**src/hw/rtl/tfs_pkg.sv**
```systemverilog
// ----------------------------------------------------------------------------
// Texture filter sampler package
// Shared constants, request codes and the command and status types that join
// the sampler controller to its datapath.
// ----------------------------------------------------------------------------
package tfs_pkg;

   localparam int CSR_DATA_W  = 7;
   localparam int CSR_INDEX_W = 2;
   localparam int COORD_W     = 19;
   localparam int BLEND_W     = 17;
   localparam int RGBA_W      = 32;
   localparam int POS_W       = 6;

   localparam logic [1:0] REQ_WRITE     = 2'd0;
   localparam logic [1:0] REQ_BILINEAR  = 2'd1;
   localparam logic [1:0] REQ_TRILINEAR = 2'd2;
   localparam logic [1:0] REQ_ANISO     = 2'd3;

   localparam logic [CSR_INDEX_W-1:0] CSR_BASE_WIDTH  = 2'd0;
   localparam logic [CSR_INDEX_W-1:0] CSR_BASE_HEIGHT = 2'd1;
   localparam logic [CSR_INDEX_W-1:0] CSR_NEXT_WIDTH  = 2'd2;
   localparam logic [CSR_INDEX_W-1:0] CSR_NEXT_HEIGHT = 2'd3;

   typedef enum logic [3:0] {
      OP_NONE,
      OP_LOAD,
      OP_WRITE,
      OP_SQUARE,
      OP_COUNT,
      OP_OFFSET,
      OP_DIV_TAP,
      OP_TAP_POS,
      OP_CENTER,
      OP_XF,
      OP_IDX,
      OP_WGT,
      OP_TAP_END,
      OP_BLEND,
      OP_DIV_AVG,
      OP_AVG_END
   } dp_op_type;

   typedef struct packed {
      dp_op_type  op;
      logic       rd_en;
      logic [1:0] rd_sel;
      logic       acc_en;
      logic [1:0] acc_sel;
      logic       lvl_force;
      logic       lvl_val;
      logic       out_load;
   } dp_cmd_type;

   typedef struct packed {
      logic div_done;
      logic last_tap;
   } dp_status_type;

endpackage

```
**src/hw/rtl/tfs_ctrl.sv**
```systemverilog
// ----------------------------------------------------------------------------
// Texture filter sampler controller
// Sequences writes, bilinear taps, trilinear blends and anisotropic tap loops,
// and owns both handshakes.
// ----------------------------------------------------------------------------
module tfs_ctrl (
   input  logic                   clock,
   input  logic                   reset,
   input  logic                   req_valid,
   input  logic [1:0]             req_type,
   output logic                   req_stall,
   output logic                   rsp_valid,
   input  logic                   rsp_stall,
   output tfs_pkg::dp_cmd_type    cmd,
   input  tfs_pkg::dp_status_type status
);

   typedef enum logic [4:0] {
      S_IDLE,
      S_WRITE,
      S_SQUARE,
      S_COUNT,
      S_OFFSET,
      S_DIV_TAP,
      S_DIV_TAP_WAIT,
      S_TAP_POS,
      S_CENTER,
      S_XF,
      S_IDX,
      S_WGT,
      S_RD0,
      S_RD1,
      S_RD2,
      S_RD3,
      S_ACC3,
      S_TAP_END,
      S_BLEND,
      S_DIV_AVG,
      S_DIV_AVG_WAIT,
      S_AVG_END,
      S_OUT
   } state_type;

   state_type  state_ff, state_in;
   logic [1:0] type_ff;
   logic       pass_ff, pass_in;
   logic       rsp_valid_ff, rsp_valid_in;
   logic       accept;

   assign accept = (state_ff == S_IDLE) && req_valid;

   always_comb begin
      state_in     = state_ff;
      pass_in      = pass_ff;
      rsp_valid_in = rsp_valid_ff && rsp_stall;
      cmd          = '0;
      cmd.op       = tfs_pkg::OP_NONE;
      case (state_ff)
         S_IDLE: begin
            if (req_valid) begin
               cmd.op  = tfs_pkg::OP_LOAD;
               pass_in = 1'b0;
               case (req_type)
                  tfs_pkg::REQ_WRITE: state_in = S_WRITE;
                  tfs_pkg::REQ_ANISO: state_in = S_SQUARE;
                  default:            state_in = S_CENTER;
               endcase
            end
         end
         S_WRITE: begin
            cmd.op   = tfs_pkg::OP_WRITE;
            state_in = S_IDLE;
         end
         S_SQUARE: begin
            cmd.op   = tfs_pkg::OP_SQUARE;
            state_in = S_COUNT;
         end
         S_COUNT: begin
            cmd.op   = tfs_pkg::OP_COUNT;
            state_in = S_OFFSET;
         end
         S_OFFSET: begin
            cmd.op   = tfs_pkg::OP_OFFSET;
            state_in = S_DIV_TAP;
         end
         S_DIV_TAP: begin
            cmd.op   = tfs_pkg::OP_DIV_TAP;
            state_in = S_DIV_TAP_WAIT;
         end
         S_DIV_TAP_WAIT: begin
            if (status.div_done) begin
               state_in = S_TAP_POS;
            end
         end
         S_TAP_POS: begin
            cmd.op   = tfs_pkg::OP_TAP_POS;
            state_in = S_XF;
         end
         S_CENTER: begin
            cmd.op        = tfs_pkg::OP_CENTER;
            cmd.lvl_force = (type_ff == tfs_pkg::REQ_TRILINEAR);
            cmd.lvl_val   = pass_ff;
            state_in      = S_XF;
         end
         S_XF: begin
            cmd.op   = tfs_pkg::OP_XF;
            state_in = S_IDX;
         end
         S_IDX: begin
            cmd.op   = tfs_pkg::OP_IDX;
            state_in = S_WGT;
         end
         S_WGT: begin
            cmd.op   = tfs_pkg::OP_WGT;
            state_in = S_RD0;
         end
         S_RD0: begin
            cmd.rd_en  = 1'b1;
            cmd.rd_sel = 2'd0;
            state_in   = S_RD1;
         end
         S_RD1: begin
            cmd.rd_en   = 1'b1;
            cmd.rd_sel  = 2'd1;
            cmd.acc_en  = 1'b1;
            cmd.acc_sel = 2'd0;
            state_in    = S_RD2;
         end
         S_RD2: begin
            cmd.rd_en   = 1'b1;
            cmd.rd_sel  = 2'd2;
            cmd.acc_en  = 1'b1;
            cmd.acc_sel = 2'd1;
            state_in    = S_RD3;
         end
         S_RD3: begin
            cmd.rd_en   = 1'b1;
            cmd.rd_sel  = 2'd3;
            cmd.acc_en  = 1'b1;
            cmd.acc_sel = 2'd2;
            state_in    = S_ACC3;
         end
         S_ACC3: begin
            cmd.acc_en  = 1'b1;
            cmd.acc_sel = 2'd3;
            state_in    = S_TAP_END;
         end
         S_TAP_END: begin
            cmd.op = tfs_pkg::OP_TAP_END;
            case (type_ff)
               tfs_pkg::REQ_TRILINEAR: begin
                  if (pass_ff) begin
                     state_in = S_BLEND;
                  end else begin
                     pass_in  = 1'b1;
                     state_in = S_CENTER;
                  end
               end
               tfs_pkg::REQ_ANISO: begin
                  state_in = status.last_tap ? S_DIV_AVG : S_OFFSET;
               end
               default: state_in = S_OUT;
            endcase
         end
         S_BLEND: begin
            cmd.op   = tfs_pkg::OP_BLEND;
            state_in = S_OUT;
         end
         S_DIV_AVG: begin
            cmd.op   = tfs_pkg::OP_DIV_AVG;
            state_in = S_DIV_AVG_WAIT;
         end
         S_DIV_AVG_WAIT: begin
            if (status.div_done) begin
               state_in = S_AVG_END;
            end
         end
         S_AVG_END: begin
            cmd.op   = tfs_pkg::OP_AVG_END;
            state_in = S_OUT;
         end
         S_OUT: begin
            if (!rsp_valid_ff || !rsp_stall) begin
               cmd.out_load = 1'b1;
               rsp_valid_in = 1'b1;
               state_in     = S_IDLE;
            end
         end
         default: state_in = S_IDLE;
      endcase
   end

   always_ff @(posedge clock) begin
      if (reset) begin
         state_ff     <= S_IDLE;
         type_ff      <= tfs_pkg::REQ_WRITE;
         pass_ff      <= 1'b0;
         rsp_valid_ff <= 1'b0;
      end else begin
         state_ff     <= state_in;
         pass_ff      <= pass_in;
         rsp_valid_ff <= rsp_valid_in;
         if (accept) begin
            type_ff <= req_type;
         end
      end
   end

   assign req_stall = (state_ff != S_IDLE);
   assign rsp_valid = rsp_valid_ff;

endmodule

```
**config.mk**
```make
export PLATFORM = sky130hd
export DESIGN_NAME = tfs_ctrl
export DESIGN_NICKNAME = d
export VERILOG_FILES = /design/src/hw/rtl/tfs_pkg.sv /design/src/hw/rtl/tfs_ctrl.sv
export SDC_FILE = /design/constraint.sdc
export NUM_CORES = 1
export LEC_CHECK = 0
export ABC_AREA = 1
export BUFFER_PORTS_ARGS = -buffer_cell sky130_fd_sc_hd__buf_4
export CORE_MARGIN = 4
export CORE_UTILIZATION = 47
export DETAILED_ROUTE_END_ITERATION = 10
export PLACE_DENSITY = 0.84
export SLEW_MARGIN = 25
export SYNTH_ARGS = -nofsm -noshare
export SYNTH_HDL_FRONTEND = slang
export SYNTH_SLANG_ARGS = --single-unit
export TNS_END_PERCENT = 30
```
**constraint.sdc**
```tcl
create_clock -name clock -period 1.2 [get_ports clock]
set_input_delay 0.06 -clock clock [delete_from_list [all_inputs] [get_ports clock]]
set_output_delay 0.06 -clock clock [all_outputs]
set_load 0.03 [all_outputs]
```
==> results of run 1 <==
-- through the flow --
stage	util, %	hold WS (ps)
floorplan	-	211.1
global placement	76.35	302.0
detailed placement	76.35	311.5
CTS	95.65	20.64
-- cell usage after synthesis (all sizes together) --
cell | instances | area share [%]
o21ai | 7 | 3.8
nor3 | 2 | 1.1
a21oi | 7 | 3.8
nand4 | 5 | 3.4
a31oi | 1 | 0.68
o2111ai | 1 | 0.95
ha | 2 | 2.7
inv | 24 | 9.8
nor2 | 37 | 19
nand3 | 20 | 12
buf | 2 | 0.95
nand2 | 49 | 21
o21a | 1 | 0.82
dfxtp | 9 | 20
-- cells by family after synthesis --
logic type	synth area share (%)
simple gates	56.81
buf+inv	10.76
compound gates	10.08
flops	19.62
fa+ha+maj	2.724
-- what timing repair did --
item	CTS
gates resized for setup	52
buffers inserted	20
pin swaps	15
setup endpoints to repair	22
==> metrics.md, run 1 <==
| Metric | Value |
|---|---|
| I/O pin cnt | `23` |
| Placed cell areas | `~1400 sq um` |
| Mapped Area | `a little over 900 sq um` |
| Post-Syn Instances | `about 170` |
| Outcome | `stopped before the end` |
| Run Error | `[ERROR DPL-0038] Utilization greater than 100%, impossible to legalize` |
| DP Wirelength | `between 2 and 3 mm` |
| H-tree depth | `1` |
| Die height | `approximately 52 microns` |
| IO buf count | `22` |
| Failed at | `global routing (5_1_grt)` |
| TritonCTS buffer count | `3` |
| GP Congestion | `slightly below 1` |
| Cell Rows | `15` |
| Largest net degree at the start of global routing | `10` |
| Clock sink count | `9` |
| Post-Syn Area per Cell | `between 5 and 6 sq um` |
| CTS Buffer Depth | `2` |
| Starting Density | `roughly half` |
| Die X | `between 50 and 60 microns` |
| Yosys reg bits | `9` |
| Syn nets | `~180` |
| GR repair worst EP | `cmd[11]` |
| Netlist cell types | `21` |
| Post-place setup slack | `-264.2 ps` |
| CTS Root Cell | `clkbuf_4` |
| YS warnings | `0` |
| Post-placement cell count | `approximately 240` |
| CTS Hold Buffers Added | `0` |
| Seq/Total Area, Yosys | `19.62%` |
| Worst End Pin Type | `top-level output` |
==> inputs of run 2 (changes only) <==
--- a/config.mk
+++ b/config.mk
@@ -7,10 +7,10 @@
 export LEC_CHECK = 0
 export ABC_AREA = 1
 export BUFFER_PORTS_ARGS = -buffer_cell sky130_fd_sc_hd__buf_4
-export CORE_MARGIN = 4
-export CORE_UTILIZATION = 47
+export CORE_AREA = 4 4 65 67
 export DETAILED_ROUTE_END_ITERATION = 10
-export PLACE_DENSITY = 0.84
+export DIE_AREA = 0 0 69 71
+export PLACE_DENSITY_LB_ADDON = 0.15
 export SLEW_MARGIN = 25
 export SYNTH_ARGS = -nofsm -noshare
 export SYNTH_HDL_FRONTEND = slang
==> constraint.sdc (replaced) <==
create_clock -name clock -period 1.6 [get_ports clock]
set_input_delay 0.08 -clock clock [delete_from_list [all_inputs] [get_ports clock]]
set_output_delay 0.08 -clock clock [all_outputs]
set_load 0.03 [all_outputs]
==> run 2 against run 1 <==
Against the previous run: the flow now finishes without violations; synthesized area did not move; synthesized cell count is the same.
==> metrics.md, run 2 <==
| Metric | Value |
|---|---|
| Outcome | `finished clean (was stopped before the end)` |
| Period utilisation layout | `a little over nine tenths` |
| EDFF count, synth | `0 (unchanged)` |
| Total die area | `roughly 4900 sq um` |
| GP Congestion | `0.9675 (was 0.9778)` |
| Detailed-route wire length | `3.110 mm` |
| Syn nets | `177 (unchanged)` |
| Synth top area cells | `dfxtp_1 20%, nand2_1 19%, nor2_1 12% (unchanged)` |
| Mapped Area | `918.4 sq um (unchanged)` |
| Core ar. | `roughly 3600 sq um` |
| Setup TNS | `0 ps` |
| CP Class | `reg2out` |
| Yosys reg bits | `9 (unchanged)` |
| Cell Rows | `22 (was 15)` |
| IO buf count | `22 (unchanged)` |
| Top Registers | `state_ff (5), type_ff (2)` |
| CTS Hold Buffers Added | `0 (unchanged)` |
| Final non-filler cell total | `around 240` |
| FFs w/ async S/R, synth | `0% (unchanged)` |
| Final setup vio count | `0` |
| Post-placement cell count | `236 (unchanged)` |
| Count leader, synth | `nand2_1 (unchanged)` |
| First-pass GRT wire length | `between 5 and 6 mm` |
| Final core occ | `a little over a third` |
| Top FF cell, synth | `dfxtp_1 (unchanged)` |
| Post-Syn Area per Cell | `5.499 sq um (unchanged)` |
| Layout cells sized above 1 | `a little over a third` |
| Die X | `69 microns (was 52.21 microns)` |
| Slew Limit Headroom | `a little under 80%` |
| Max reg flops | `5` |
| H-tree depth | `1 (unchanged)` |
| Commonest cells in the netlist | `46 x nand2_1, 29 x nor2_1, 20 x inv_1 (unchanged)` |
| Max Cap Violations | `0` |
| GR Util All Layers | `between 10% and 20%` |
| Req. time, crit path | `1520 ps` |
| Remaining DRCs | `0` |
| Critical Path End Type | `primary output` |
| Final ANT Viol Nets | `0` |
| RSZ-0062 raised after global routing | `true` |
| Drt wl/cell | `approximately 13 microns` |
| Post-synthesis compound-gate area fraction | `10.08% (unchanged)` |
| Main combinational cell family by area after synthesis | `simple AND/OR/NAND/NOR gates (unchanged)` |
| CTS Buffer Depth | `2 (unchanged)` |
| Starting Density | `25.28% (was 51.51%)` |
| Critical Path Fanout Max | `8` |
| CP startpoint kind | `flip-flop` |
| Iter 0 DRT Violations | `approximately 120` |
| Post-place setup slack | `67.84 ps (was -264.2 ps)` |
| DR vias/cell | `4.778` |
| Post-synth top area cell | `dfxtp_1 (unchanged)` |
| Final Hold Viols | `0` |
| Worst-Margin Slew | `between 300 and 400 ps` |
| P_leak | `just under 0.7 nW` |
| Diodes inserted | `0` |
| Crit path DAT | `roughly 1500 ps` |
| CTS clk-pin slew, worst paths | `roughly 50 ps` |
| Total Nets Final | `around 210` |
| Hold Path Class | `in2reg` |
| VDD IR max | `494.6 uV` |
| YS warnings | `0 (unchanged)` |
| Vias | `between 1,000 and 1,500` |
| I/O pin cnt | `23 (unchanged)` |
| PwrDens | `a little over 2000 nW/um^2` |
| Pre-antenna DRT Iters | `4` |
| Commonest non-fill, non-tap cell in the layout | `nand2_1` |
| Largest net degree at the start of global routing | `12` |
| TritonCTS buffer count | `3 (unchanged)` |
| Largest Register | `state_ff` |
| CTS Root Cell | `clkbuf_8 (was clkbuf_4)` |
| Post-Synth Simple-Gate Area | `56.81% (unchanged)` |
| Synth Area in Adders | `2.725% (unchanged)` |
| Post-Syn Instances | `167 (unchanged)` |
| XOR/XNOR Fraction of Synth Area | `0% (unchanged)` |
| Die height | `71 microns (was 52.21 microns)` |
| Gr ovfl total | `0` |
| Synth-to-layout area growth | `43.73%` |
| PnR worst setup slack | `roughly 46 ps` |
| Clk_lat worst skew | `230 ps` |
| Peak Freq | `about 640 MHz` |
| Vias in the first global route | `~1,100` |
| Max Slew Vio Count | `0` |
| Post-route minimum period | `between 1500 and 2000 ps` |
| Initial antenna violation count | `0` |
| DP Wirelength | `2.510 mm (was 2.666 mm)` |
| Area share of the largest cell type after synthesis | `19.62% (unchanged)` |
| Netlist cell types | `21 (unchanged)` |
| Final setup skew | `about 0.84 ps` |
| CTS tree | `built` |
| Clock sink count | `9 (unchanged)` |
| Seq/Total Area, Yosys | `19.62% (unchanged)` |
| Post-synthesis mux area share | `0% (unchanged)` |
| Most frequent cells in the layout | `40 x nand2_1, 26 x nor2_1, 25 x buf_4, 19 x inv_1, 15 x nand3_1` |
## run 2: cell families (layout without fill, tap and decap cells)
| kind of cell | count (synthesis) | count (layout) |
|---|---|---|
| compound gates | 17 | 17 |
| fa+ha+maj | 2 | 2 |
| buf+inv | 26 | 54 |
| flops | 9 | 9 |
| simple gates | 113 | 113 |
## run 2: repair_timing
action	in CTS	in global routing
gates resized for setup	7	28
pin swaps	1	2
cloned	0	0
hold endpoints to repair	0	0
buffers inserted	0	3
endpoints found under the setup margin	4	7
## run 2: metal layers
metal	vias to the layer above	track usage (%)	share of wire [%]
met5	-	0	0
met4	0	5.423	2.4
met3	8	1.563	4.3
met2	38	20.66	49
met1	523	17.54	44
li1	592	-	-
## run 2: worst max-delay path, stage by stage, from the launching register on
cell and delay [ps]:
dfxtp_4 370, nor2_4 260, nand3_2 150, nand2_4 130
a21oi_2 50, o2111ai_1 80, buf_4 190
## run 2: layout make-up
cell class	instances	area [sq um]
fillers	435	2313
multi-input cells	132	724.4
repair buffers	26	198.9
flip-flops and latches	9	196.4
inverters	24	95.09
well taps	48	60.06
clock buffers	4	45.04
## run 2: per-stage QoR
stage / instance area [sq um] / power, mW / hold WS [ps]
after floorplan: 918.4 / 1.587 / 231.1
after global placement: 1142 / 2.155 / 332.6
after detailed placement: 1142 / 2.122 / 331.6
after CTS: 1200 / 2.424 / 81.80
after global routing: 1320 / 2.942 / 75.35
final: 1320 / 2.690 / 80.38
## run 2: where the power goes
part | leakage, nW | total, mW | switching (mW) | internal (mW)
combinational | 0.594 | 1.95 | 1.27 | 0.676
clock | 0.0228 | 0.270 | 0.0962 | 0.174
sequential | 0.0769 | 0.469 | 0.142 | 0.327
## run 2: path summary, 6_finish.rpt
check	slack [ps]	startpoint	cells after the start	end
setup reg to reg	110	state_ff[2]$_SDFFE_PP0P_	7	state_ff[0]$_SDFFE_PP0P_
hold / removal	80	reset	2	state_ff[1]$_SDFFE_PP0P_
setup / recovery	50	state_ff[2]$_SDFFE_PP0P_	6	cmd[11]
hold reg to reg	460	pass_ff$_SDFFE_PP0P_	2	pass_ff$_SDFFE_PP0P_
Note: power is estimated with default switching activity, not from simulation.
==> inputs of run 3 (changes only) <==
==> constraint.sdc (replaced) <==
create_clock -name clock -period 1.6 [get_ports clock]
set_input_delay 0.24 -clock clock [delete_from_list [all_inputs] [get_ports clock]]
set_output_delay 0.24 -clock clock [all_outputs]
set_load 0.03 [all_outputs]
==> run 3 against run 2 <==
Against the previous run: the run now ends with setup timing left; setup slack got worse by 150 ps; via count increased by 9.3%; sequential cell count unchanged; first-iteration DRC count decreased by 31%; largest cell class unchanged.
==> metrics.md, run 3 (synthesized netlist as in run 2, its figures left out) <==
| Metric | Value |
|---|---|
| Outcome | `finished, violations left (was finished clean)` |
| Failing checks | `setup timing` |
| Layout cells sized above 1 | `50.22% (was 34.87%)` |
| Vias in the first global route | `1,188 (was 1,098)` |
| Max reg flops | `5 (unchanged)` |
| Final non-filler cell total | `271 (was 243)` |
| CTS tree | `built (unchanged)` |
| Commonest non-fill, non-tap cell in the layout | `buf_4 (was nand2_1)` |
| Period utilisation layout | `106.3% (was 97.15%)` |
| Crit-path cells | `buf_6, nor2_4, nand3_1, nand2_2, nor3_2, nand2_1, buf_6 (was nor2_4, nand3_2, nand2_4, a21oi_2, o2111ai_1, buf_4)` |
| Crit path top cell by count | `buf_6` |
| IO buf count | `22 (unchanged)` |
| Most frequent cells in the layout | `38 x buf_4, 34 x nand2_1, 21 x nor2_1, 16 x inv_1, 15 x buf_6 (was 40 x nand2_1, 26 x nor2_1, 25 x buf_4, 19 x inv_1, 15 x nand3_1)` |
| Final Hold Viols | `0 (unchanged)` |
| R2R depth | `10 (was 7)` |
| H-tree depth | `1 (unchanged)` |
| VDD IR max | `732.4 uV (was 494.6 uV)` |
| Worst-Margin Slew | `278.4 ps (was 330.4 ps)` |
| PwrDens | `2037 nW/um^2 (was 2038 nW/um^2)` |
| DR vias/cell | `4.683 (was 4.778)` |
| Starting Density | `25.28% (unchanged)` |
| Cell Rows | `22 (unchanged)` |
| Final setup skew | `1.274 ps (was 0.8435 ps)` |
| GP Congestion | `0.9546 (was 0.9675)` |
| CP max stage cell | `dfxtp_4 (unchanged)` |
| Die X | `69 microns (unchanged)` |
| Max Cap Violations | `0 (unchanged)` |
| Final ANT Viol Nets | `0 (unchanged)` |
| Iter 0 DRT Violations | `85 (was 123)` |
| Peak Freq | `588.0 MHz (was 643.4 MHz)` |
| GR Util All Layers | `13.64% (was 12.93%)` |
| Total die area | `4899 sq um (unchanged)` |
| PnR worst setup slack | `-100.6 ps (was 45.67 ps)` |
| Req. time, crit path | `1360 ps (was 1520 ps)` |
| Post-route minimum period | `1701 ps (was 1554 ps)` |
| P_leak | `0.8676 nW (was 0.6940 nW)` |
| Pre-antenna DRT Iters | `4 (unchanged)` |
| Initial antenna violation count | `0 (unchanged)` |
| Critical Path Fanout Max | `6 (was 8)` |
| Clock sink count | `9 (unchanged)` |
| Largest Register | `state_ff (unchanged)` |
| Top sig layer | `met4 (unchanged)` |
| Met3 wire length | `112 microns (was 134 microns)` |
| Total power | `3.346 mW (was 2.690 mW)` |
| Final setup vio count | `7 (was 0)` |
| Vias | `1,269 (was 1,161)` |
| Final core occ | `45.21% (was 36.33%)` |
| WL met1 | `1.667 mm (was 1.373 mm)` |
| Detailed-route wire length | `3.582 mm (was 3.110 mm)` |
| CP Class | `reg2out (unchanged)` |
| Max Slew Vio Count | `0 (unchanged)` |
| Crit path DAT | `1460 ps (was 1470 ps)` |
| Post-placement cell count | `253 (was 236)` |
| Core ar. | `3633 sq um (unchanged)` |
| I/O pin cnt | `23 (unchanged)` |
| Drt wl/cell | `13.22 microns (was 12.80 microns)` |
| Slew Limit Headroom | `81.37% (was 77.89%)` |
| Worst hold stages | `2 (unchanged)` |
| Gr ovfl total | `0 (unchanged)` |
| Hold Path Class | `in2reg (unchanged)` |
| Top Registers | `state_ff (5), type_ff (2) (unchanged)` |
| DR WL met2 | `1.723 mm (was 1.526 mm)` |
| Total Nets Final | `234 (was 206)` |
| Critical Path End Type | `primary output (unchanged)` |
| CTS clk-pin slew, worst paths | `50 ps (about the same)` |
| Clk_lat worst skew | `230 ps (about the same)` |
| Synth-to-layout area growth | `78.88% (was 43.73%)` |
| First-pass GRT wire length | `5.492 mm (was 5.209 mm)` |
| Hold slack | `238.3 ps (was 80.38 ps)` |
| DP Wirelength | `2.766 mm (was 2.510 mm)` |
| CTS Hold Buffers Added | `0 (unchanged)` |
| RSZ-0062 raised after global routing | `true (unchanged)` |
| Max incr delay on CP | `370 ps (about the same)` |
| TritonCTS buffer count | `3 (unchanged)` |
| CTS Root Cell | `clkbuf_8 (unchanged)` |
| Die height | `71 microns (unchanged)` |
| CP startpoint kind | `flip-flop (unchanged)` |
| Largest net degree at the start of global routing | `12 (unchanged)` |
| CTS Buffer Depth | `2 (unchanged)` |
| Diodes inserted | `0 (unchanged)` |
| Remaining DRCs | `0 (unchanged)` |
==> run 3: layout make-up <==
| type | count | area, sq um |
|---|---|---|
| clock buffers | 4 | 45.04 |
| fillers | 411 | 1991 |
| inverters | 24 | 97.59 |
| multi-input cells | 132 | 772.0 |
| flip-flops and latches | 9 | 193.9 |
| well taps | 48 | 60.06 |
| repair buffers | 54 | 474.2 |
==> run 3: worst max-delay path, delay by kind of cell, from the launching register on <==
family	cells	cell delay (ps)
and+or+nand+nor	5	600
DFF	1	370
buffers and inverters	2	250
==> run 3: routing by layer <==
layer / vias up / GRT usage, %
met4: 0 / 4.338
met2: 32 / 22.67
met1: 582 / 18.28
met5: - / 0
met3: 8 / 1.705
li1: 647 / -
==> run 3: path summary, 6_finish.rpt <==
| path | start | to | slack (ps) |
|---|---|---|---|
| worst min-delay path | reset | state_ff[1]$_SDFFE_PP0P_ | 240 |
| worst max register to register | state_ff[2]$_SDFFE_PP0P_ | state_ff[2]$_SDFFE_PP0P_ | 30 |
| worst min register to register | pass_ff$_SDFFE_PP0P_ | pass_ff$_SDFFE_PP0P_ | 460 |
| worst max-delay path | state_ff[0]$_SDFFE_PP0P_ | cmd[9] | -100 |
==> run 3: what timing repair did <==
action | CTS | global route
gates resized for setup | 27 | 40
setup endpoints to repair | 13 | 14
pin swaps | 8 | 15
setup buffers | 8 | 6
==> run 3: per-stage QoR <==
| step | setup slack [ps] | TNS [ps] | area (sq um) |
|---|---|---|---|
| after floorplan | 23.52 | 0 | 918.4 |
| after global placement | -16.83 | -16.83 | 1282 |
| after detailed placement | -3.553 | -3.553 | 1282 |
| after CTS | -75.40 | -449.4 | 1463 |
| after global routing | -167.4 | -1018 | 1643 |
| final | -100.6 | -286.0 | 1643 |
==> run 3: power breakdown <==
group | internal (mW) | switching, mW
sequential | 0.325 | 0.125
clock | 0.175 | 0.101
combinational | 1.14 | 1.48
